`src/hdl/cam_pkg.sv`:
```
// Shared types and constants for the color affine matrix transform.
// Used by cam_lane, color_affine_matrix_transform, cam_props, cam_chk and tb.
package cam_pkg;

  localparam int CHAN_W   = 8;
  localparam int PIX_W    = 3 * CHAN_W;
  localparam int COEF_W   = 16;
  localparam int ROW_W    = 4 * COEF_W;
  localparam int PROD_W   = COEF_W + CHAN_W + 1;
  localparam int SUM_W    = 27;
  localparam int FRAC_W   = 12;
  localparam int OFS_SH   = 8;
  localparam int NUM_ROWS = 3;
  localparam int IDX_W    = 2;

  localparam logic [CHAN_W-1:0] CHAN_MAX = '1;
  localparam logic [SUM_W-1:0]  HALF_LSB = SUM_W'(1) << (FRAC_W - 1);

  typedef logic [IDX_W-1:0] cfg_idx_t;

  localparam cfg_idx_t REG_ROW_RED   = 2'd0;
  localparam cfg_idx_t REG_ROW_GREEN = 2'd1;
  localparam cfg_idx_t REG_ROW_BLUE  = 2'd2;

  localparam logic [ROW_W-1:0] ROW_RED_RST   = 64'h0000_0000_0000_1000;
  localparam logic [ROW_W-1:0] ROW_GREEN_RST = 64'h0000_0000_1000_0000;
  localparam logic [ROW_W-1:0] ROW_BLUE_RST  = 64'h0000_1000_0000_0000;

  typedef struct packed {
    logic signed [COEF_W-1:0] offset;
    logic signed [COEF_W-1:0] gain_b;
    logic signed [COEF_W-1:0] gain_g;
    logic signed [COEF_W-1:0] gain_r;
  } row_t;

  typedef struct packed {
    logic [CHAN_W-1:0] blue;
    logic [CHAN_W-1:0] green;
    logic [CHAN_W-1:0] red;
  } pix_t;

  // Per-stage load enables from the pipeline control in the top level
  typedef struct packed {
    logic s1;
    logic s2;
    logic s3;
  } stage_en_t;

endpackage

```
`src/hdl/color_affine_matrix_transform.sv`:
```
// An input transfer passes through the multiply, sum and round/clamp registers before reaching out_*.
// Throughput: one pixel per cycle while out_tready is high; three register stages (multiply,
// sum, round/clamp), each of which loads whenever it is empty or its successor moves.
// Reset (rst_n low, synchronous): stage valid bits clear, matrix rows return to identity.
// Top level of the color transform; depends on cam_pkg and cam_lane.
module color_affine_matrix_transform (
  input  logic                      clk,
  input  logic                      rst_n,
  input  logic                      in_tvalid,
  output logic                      in_tready,
  input  logic [cam_pkg::PIX_W-1:0] in_tdata,   // red_in, green_in, blue_in
  output logic                      out_tvalid,
  input  logic                      out_tready,
  output logic [cam_pkg::PIX_W-1:0] out_tdata,  // red_out, green_out, blue_out
  output logic                      out_tuser,  // clipped
  input  logic                      cfg_valid,
  output logic                      cfg_ready,
  input  cam_pkg::cfg_idx_t         cfg_index,
  input  logic [cam_pkg::ROW_W-1:0] cfg_data
);
  import cam_pkg::*;

  logic [ROW_W-1:0] row_red_r, row_green_r, row_blue_r;
  logic             v1_r, v2_r, v3_r;
  logic             v1_nxt, v2_nxt, v3_nxt;
  logic             rdy1, rdy2, rdy3;
  stage_en_t        en;
  pix_t             pix;
  logic [CHAN_W-1:0] chan_red, chan_green, chan_blue;
  logic              clip_red, clip_green, clip_blue;

  assign cfg_ready = 1'b1;

  always_ff @(posedge clk) begin
    if (!rst_n) begin
      row_red_r   <= ROW_RED_RST;
      row_green_r <= ROW_GREEN_RST;
      row_blue_r  <= ROW_BLUE_RST;
    end else if (cfg_valid) begin
      case (cfg_index)
        REG_ROW_RED:   row_red_r   <= cfg_data;
        REG_ROW_GREEN: row_green_r <= cfg_data;
        REG_ROW_BLUE:  row_blue_r  <= cfg_data;
        default: ;  // drop writes past the last row
      endcase
    end
  end

  // A stage advances when it is empty or the next one takes its item
  always_comb begin
    rdy3   = !v3_r || out_tready;
    rdy2   = !v2_r || rdy3;
    rdy1   = !v1_r || rdy2;
    en.s1  = rdy1;
    en.s2  = rdy2;
    en.s3  = rdy3;
    v1_nxt = rdy1 ? in_tvalid : v1_r;
    v2_nxt = rdy2 ? v1_r : v2_r;
    v3_nxt = rdy3 ? v2_r : v3_r;
  end

  always_ff @(posedge clk) begin
    if (!rst_n) begin
      v1_r <= 1'b0;
      v2_r <= 1'b0;
      v3_r <= 1'b0;
    end else begin
      v1_r <= v1_nxt;
      v2_r <= v2_nxt;
      v3_r <= v3_nxt;
    end
  end

  assign pix = pix_t'(in_tdata);

  cam_lane u_lane_red (
    .clk    (clk),
    .row    (row_t'(row_red_r)),
    .pix    (pix),
    .en     (en),
    .chan_q (chan_red),
    .clip_q (clip_red)
  );

  cam_lane u_lane_green (
    .clk    (clk),
    .row    (row_t'(row_green_r)),
    .pix    (pix),
    .en     (en),
    .chan_q (chan_green),
    .clip_q (clip_green)
  );

  cam_lane u_lane_blue (
    .clk    (clk),
    .row    (row_t'(row_blue_r)),
    .pix    (pix),
    .en     (en),
    .chan_q (chan_blue),
    .clip_q (clip_blue)
  );

  assign in_tready  = rdy1;
  assign out_tvalid = v3_r;
  assign out_tdata  = {chan_blue, chan_green, chan_red};
  assign out_tuser  = clip_red || clip_green || clip_blue;

endmodule

```
`src/hdl/cam_lane.sv`:
```
// One output channel of the transform: multiply, sum, round and clamp.
// Three register stages; loads are steered by the top level. Depends on cam_pkg.
module cam_lane (
  input  logic                       clk,
  input  cam_pkg::row_t              row,
  input  cam_pkg::pix_t              pix,
  input  cam_pkg::stage_en_t         en,
  output logic [cam_pkg::CHAN_W-1:0] chan_q,
  output logic                       clip_q
);
  import cam_pkg::*;

  logic signed [PROD_W-1:0] prod_r_r, prod_g_r, prod_b_r;
  logic signed [PROD_W-1:0] prod_r_nxt, prod_g_nxt, prod_b_nxt;
  logic signed [COEF_W-1:0] ofs_r;
  logic signed [SUM_W-1:0]  sum_r, sum_nxt;
  logic [CHAN_W-1:0]        chan_r, chan_nxt;
  logic                     clip_r, clip_nxt;
  logic [SUM_W-FRAC_W-2:0]  quo;

  // Stage 1: signed gain times zero-extended channel
  always_comb begin
    prod_r_nxt = PROD_W'(row.gain_r) * PROD_W'($signed({1'b0, pix.red}));
    prod_g_nxt = PROD_W'(row.gain_g) * PROD_W'($signed({1'b0, pix.green}));
    prod_b_nxt = PROD_W'(row.gain_b) * PROD_W'($signed({1'b0, pix.blue}));
  end

  // Stage 2: exact Q.12 sum, offset aligned by 8, plus one half for rounding
  always_comb begin
    sum_nxt = SUM_W'(prod_r_r) + SUM_W'(prod_g_r) + SUM_W'(prod_b_r)
            + (SUM_W'(ofs_r) <<< OFS_SH)
            + $signed(HALF_LSB);
  end

  // Stage 3: floor by 4096, clamp to channel range
  always_comb begin
    quo      = sum_r[SUM_W-2:FRAC_W];
    chan_nxt = quo[CHAN_W-1:0];
    clip_nxt = 1'b0;
    if (sum_r[SUM_W-1]) begin
      chan_nxt = '0;
      clip_nxt = 1'b1;
    end else if (|quo[SUM_W-FRAC_W-2:CHAN_W]) begin
      chan_nxt = CHAN_MAX;
      clip_nxt = 1'b1;
    end
  end

  always_ff @(posedge clk) begin
    if (en.s1) begin
      prod_r_r <= prod_r_nxt;
      prod_g_r <= prod_g_nxt;
      prod_b_r <= prod_b_nxt;
      ofs_r    <= row.offset;
    end
    if (en.s2) begin
      sum_r <= sum_nxt;
    end
    if (en.s3) begin
      chan_r <= chan_nxt;
      clip_r <= clip_nxt;
    end
  end

  assign chan_q = chan_r;
  assign clip_q = clip_r;

endmodule

```
`config.mk`:
```
export PLATFORM = sky130hd
export DESIGN_NAME = color_affine_matrix_transform
export DESIGN_NICKNAME = d
export VERILOG_FILES = /design/src/hdl/cam_pkg.sv /design/src/hdl/color_affine_matrix_transform.sv /design/src/hdl/cam_lane.sv
export SDC_FILE = /design/constraint.sdc
export NUM_CORES = 2
export LEC_CHECK = 0
export BUFFER_PORTS_ARGS = -buffer_cell sky130_fd_sc_hd__buf_2
export CAP_MARGIN = 20
export CORE_ASPECT_RATIO = 1.5
export CORE_MARGIN = 4
export CORE_UTILIZATION = 55
export CTS_BUF_LIST = sky130_fd_sc_hd__clkbuf_4
export CTS_CLUSTER_DIAMETER = 40
export DETAILED_ROUTE_END_ITERATION = 10
export PLACE_DENSITY = 0.71
export SKIP_CTS_REPAIR_TIMING = 1
export SLEW_MARGIN = 20
export SYNTH_ARGS = -nofsm -noshare
export SYNTH_HDL_FRONTEND = slang
export SYNTH_HIERARCHICAL = 1
export SYNTH_SLANG_ARGS = --single-unit
```
`constraint.sdc`:
```
create_clock -name clk -period 24.4 [get_ports clk]
set_clock_uncertainty 0.15 [all_clocks]
set_input_delay 4.88 -clock clk [delete_from_list [all_inputs] [get_ports clk]]
set_output_delay 4.88 -clock clk [all_outputs]
set_load 0.01 [all_outputs]
```
==> flow_metrics.py <==
metrics = {
    "run_status": {
        "status": "finished, final reports clean",
    },
    "synth": {
        "yosys_warnings": 6,
        "ys_ff_latch": 540,
        "syn_inst": 6597,
        "synth_flop_cell": "edfxtp_1",
        "syn-cell-area_um2": 65700,
        "async_reset_ff_frac": 0,
        "synth_edf_count": 345,
        "syn_area_per_cell_um2": 9.96,
        "ys_types": 89,
        "syn-num-nets": 8342,
        "synth-seq-area-share": 0.217,
    },
    "route": {
        "initialDrtViolationCount": 2379,
        "via_count": 46000,
        "dr.pass1.iters": 7,
        "final_antenna_net_count": 0,
        "wl_um": 166000,
        "drc_errors": 0,
        "wl_per_cell_um": 19.6,
        "via_per_inst": 5.45,
    },
    "floorplanning": {
        "dieArea_um2": 125000,
        "die_w_um": 290,
        "io_pins": 123,
        "coreArea_um2": 119000,
        "dieHeight_um": 431,
        "start_util": 0.553,
        "num_rows": 155,
    },
    "power": {
        "power.total_mw": 3.75,
        "cellLeakagePower_nw": 36.6,
        "ir_drop_uv": 55.4,
        "cellPowerDensity_nw_per_um2": 53.7,
    },
    "place": {
        "place.gp.congestion": 0.906,
        "dpl_cell_area_um2": 67900,
        "post-dp-hpwl_um": 130000,
        "port_buffers": 121,
    },
    "clock_network": {
        "htree_levels": 4,
        "clockRootBuffer": "clkbuf_4",
        "clk_latency_ns": 1.09,
        "clk_path_buf_depth": 3,
        "cts_tree": "built",
        "numCtsBuffers": 140,
        "clock_sinks": 540,
        "path_clk_slew_ns": 0.07,
    },
    "grt": {
        "grtUsageTotal": 0.268,
        "overflow": 0,
        "antenna_found_initial": 5,
        "grt_pass1_vias": 49700,
        "grt_pass1_wl_um": 261000,
        "grt_max_degree": 133,
    },
    "timing": {
        "rsz0062_at_grt": "no",
        "hold_slack_ns": 0.276,
        "fmax_mhz": 89.5,
        "finalSetupViolCount": 0,
        "worst_slew_pin_slew_ns": 1.15,
        "hold_viol": 0,
        "post-route-period-util": 0.458,
        "relSlewSlack": 0.232,
        "slew_violations": 0,
        "period_needed_ns": 11.18,
        "finalSetupTns_ns": 0,
    },
    "critical_path": {
        "arrival_ns": 6.15,
        "cp-start-kind": "input pin",
        "path_max_fanout": 132,
        "criticalPathCategory": "in -> out",
        "cp-end-kind": "output port",
        "crit_required_ns": 19.37,
        "r2r_cells": 15,
    },
    "hold_path": {
        "hp-class": "reg -> reg",
        "holdPathStages": 0,
    },
    "flow_run": {
        "drv_cap": 0,
    },
    "layout": {
        "nets": 8491,
        "syn_to_final_growth_pct": 6.19,
        "final_cell_area_um2": 69800,
        "drive_gt1_frac": 0.0621,
        "fill_cells": 10200,
    },
}
-- worst paths after layout --
path                                startpoint                       end  slack (ns)
worst max register to register  row_blue_r[38]  u_lane_blue/prod_b_r[24]       18.79
worst min register to register  row_blue_r[52]      u_lane_blue/ofs_r[4]        0.28
worst max-delay path                out_tready                 in_tready       13.22
worst min-delay path            row_blue_r[52]      u_lane_blue/ofs_r[4]        0.28
-- critical path: stages --
cell     delay [ns]
buf_2          0.09
and4b_1        0.26
inv_8          0.62
buf_2          0.27
-- flip-flops by register name, summed over array words and instances (netlist names), 25 cells and up --
signal / count
u_lane_red/prod_b_r: 25
u_lane_red/prod_r_r: 25
u_lane_green/prod_g_r: 25
u_lane_blue/prod_g_r: 25
u_lane_blue/prod_r_r: 25
row_green_r: 64
row_red_r: 64
u_lane_green/prod_b_r: 25
row_blue_r: 64
u_lane_blue/prod_b_r: 25
u_lane_green/prod_r_r: 25
u_lane_red/prod_g_r: 25
-- per-layer routing --
metal / part of all wire / GRT usage
met1: 0.35 / 0.283
met5: 0 / 0
met2: 0.53 / 0.494
met3: 0.045 / 0.0440
met4: 0.069 / 0.170
-- power breakdown --
| part | switching (mW) | internal, mW | leakage, nW |
|---|---|---|---|
| Combinational | 0.924 | 0.656 | 30.0 |
| Clock | 0.413 | 0.430 | 1.10 |
| Sequential | 0.127 | 1.19 | 5.56 |
-- metrics by stage --
stage,worst slack [ns],instances,util
floorplan,8.97,6597,-
global placement,13.20,8174,0.571
detailed placement,13.18,8174,0.571
CTS,13.17,8427,0.587
global route,13.10,8430,0.587
finish,13.22,8436,0.587
-- synthesized netlist by cell type, types with 6 or more instances --
| master | number | area share |
|---|---|---|
| inv_1 | 1414 | 0.081 |
| fa_1 | 1044 | 0.32 |
| nand2_1 | 815 | 0.047 |
| and2_1 | 662 | 0.063 |
| ha_1 | 606 | 0.12 |
| edfxtp_1 | 345 | 0.16 |
| dfxtp_1 | 195 | 0.059 |
| mux2i_1 | 192 | 0.029 |
| a21oi_1 | 174 | 0.013 |
| xnor2_1 | 172 | 0.023 |
| nor2_1 | 152 | 0.0087 |
| o21ai_0 | 99 | 0.0075 |
| clkbuf_1 | 98 | 0.0056 |
| a21o_1 | 69 | 0.0079 |
| xor2_1 | 58 | 0.0077 |
| nand3_1 | 41 | 0.0031 |
| o21a_1 | 36 | 0.0041 |
| nor3_1 | 34 | 0.0026 |
| o21bai_1 | 29 | 0.0033 |
| a211oi_1 | 27 | 0.0031 |
| nor2b_1 | 24 | 0.0023 |
| buf_2 | 21 | 0.0016 |
| and3_1 | 17 | 0.0016 |
| nand4_1 | 16 | 0.0015 |
| o211ai_1 | 16 | 0.0018 |
| nand2b_1 | 15 | 0.0014 |
| a31oi_1 | 14 | 0.0013 |
| o31ai_1 | 14 | 0.0016 |
| or3_1 | 12 | 0.0011 |
| a211o_1 | 11 | 0.0015 |
| buf_4 | 10 | 0.0011 |
| or2_2 | 10 | 0.00095 |
| a2111oi_0 | 9 | 0.0012 |
| buf_6 | 8 | 0.0014 |
| a21boi_0 | 7 | 0.00080 |
| a31o_2 | 6 | 0.00080 |
| nor4_1 | 6 | 0.00057 |
-- kinds of logic after synthesis --
logic type	count (synthesis)	share of synthesized area
flops	540	0.217
simple gates	1833	0.137
mux	193	0.0294
compound gates	594	0.0616
xor+xnor	230	0.0306
buf+inv	1556	0.0907
fa+ha+maj	1650	0.433
other cells	1	0.0000571
-- area by class of cell --
class	count	area, um2	share of cell area
antenna	9	22.5	0.000323
clock buffer	187	1400	0.0201
clock inverter	66	494	0.00708
inverter	1414	5320	0.0761
multi-input combinational	4501	45500	0.652
sequential	540	14300	0.204
tap	1570	1960	0.0281
timing repair buffer	149	827	0.0118
-- layout by cell type (no fill, tap or decap), types with 174 or more instances in the layout --
master / Yosys / routed
ha_1: 606 / 606
a21oi_1: 174 / 174
nand2_1: 815 / 815
fa_1: 1044 / 1044
inv_1: 1414 / 1411
mux2i_1: 192 / 192
clkbuf_4: 0 / 187
and2_1: 662 / 662
dfxtp_1: 195 / 195
edfxtp_1: 345 / 345
(Power assumes the default switching activity.)
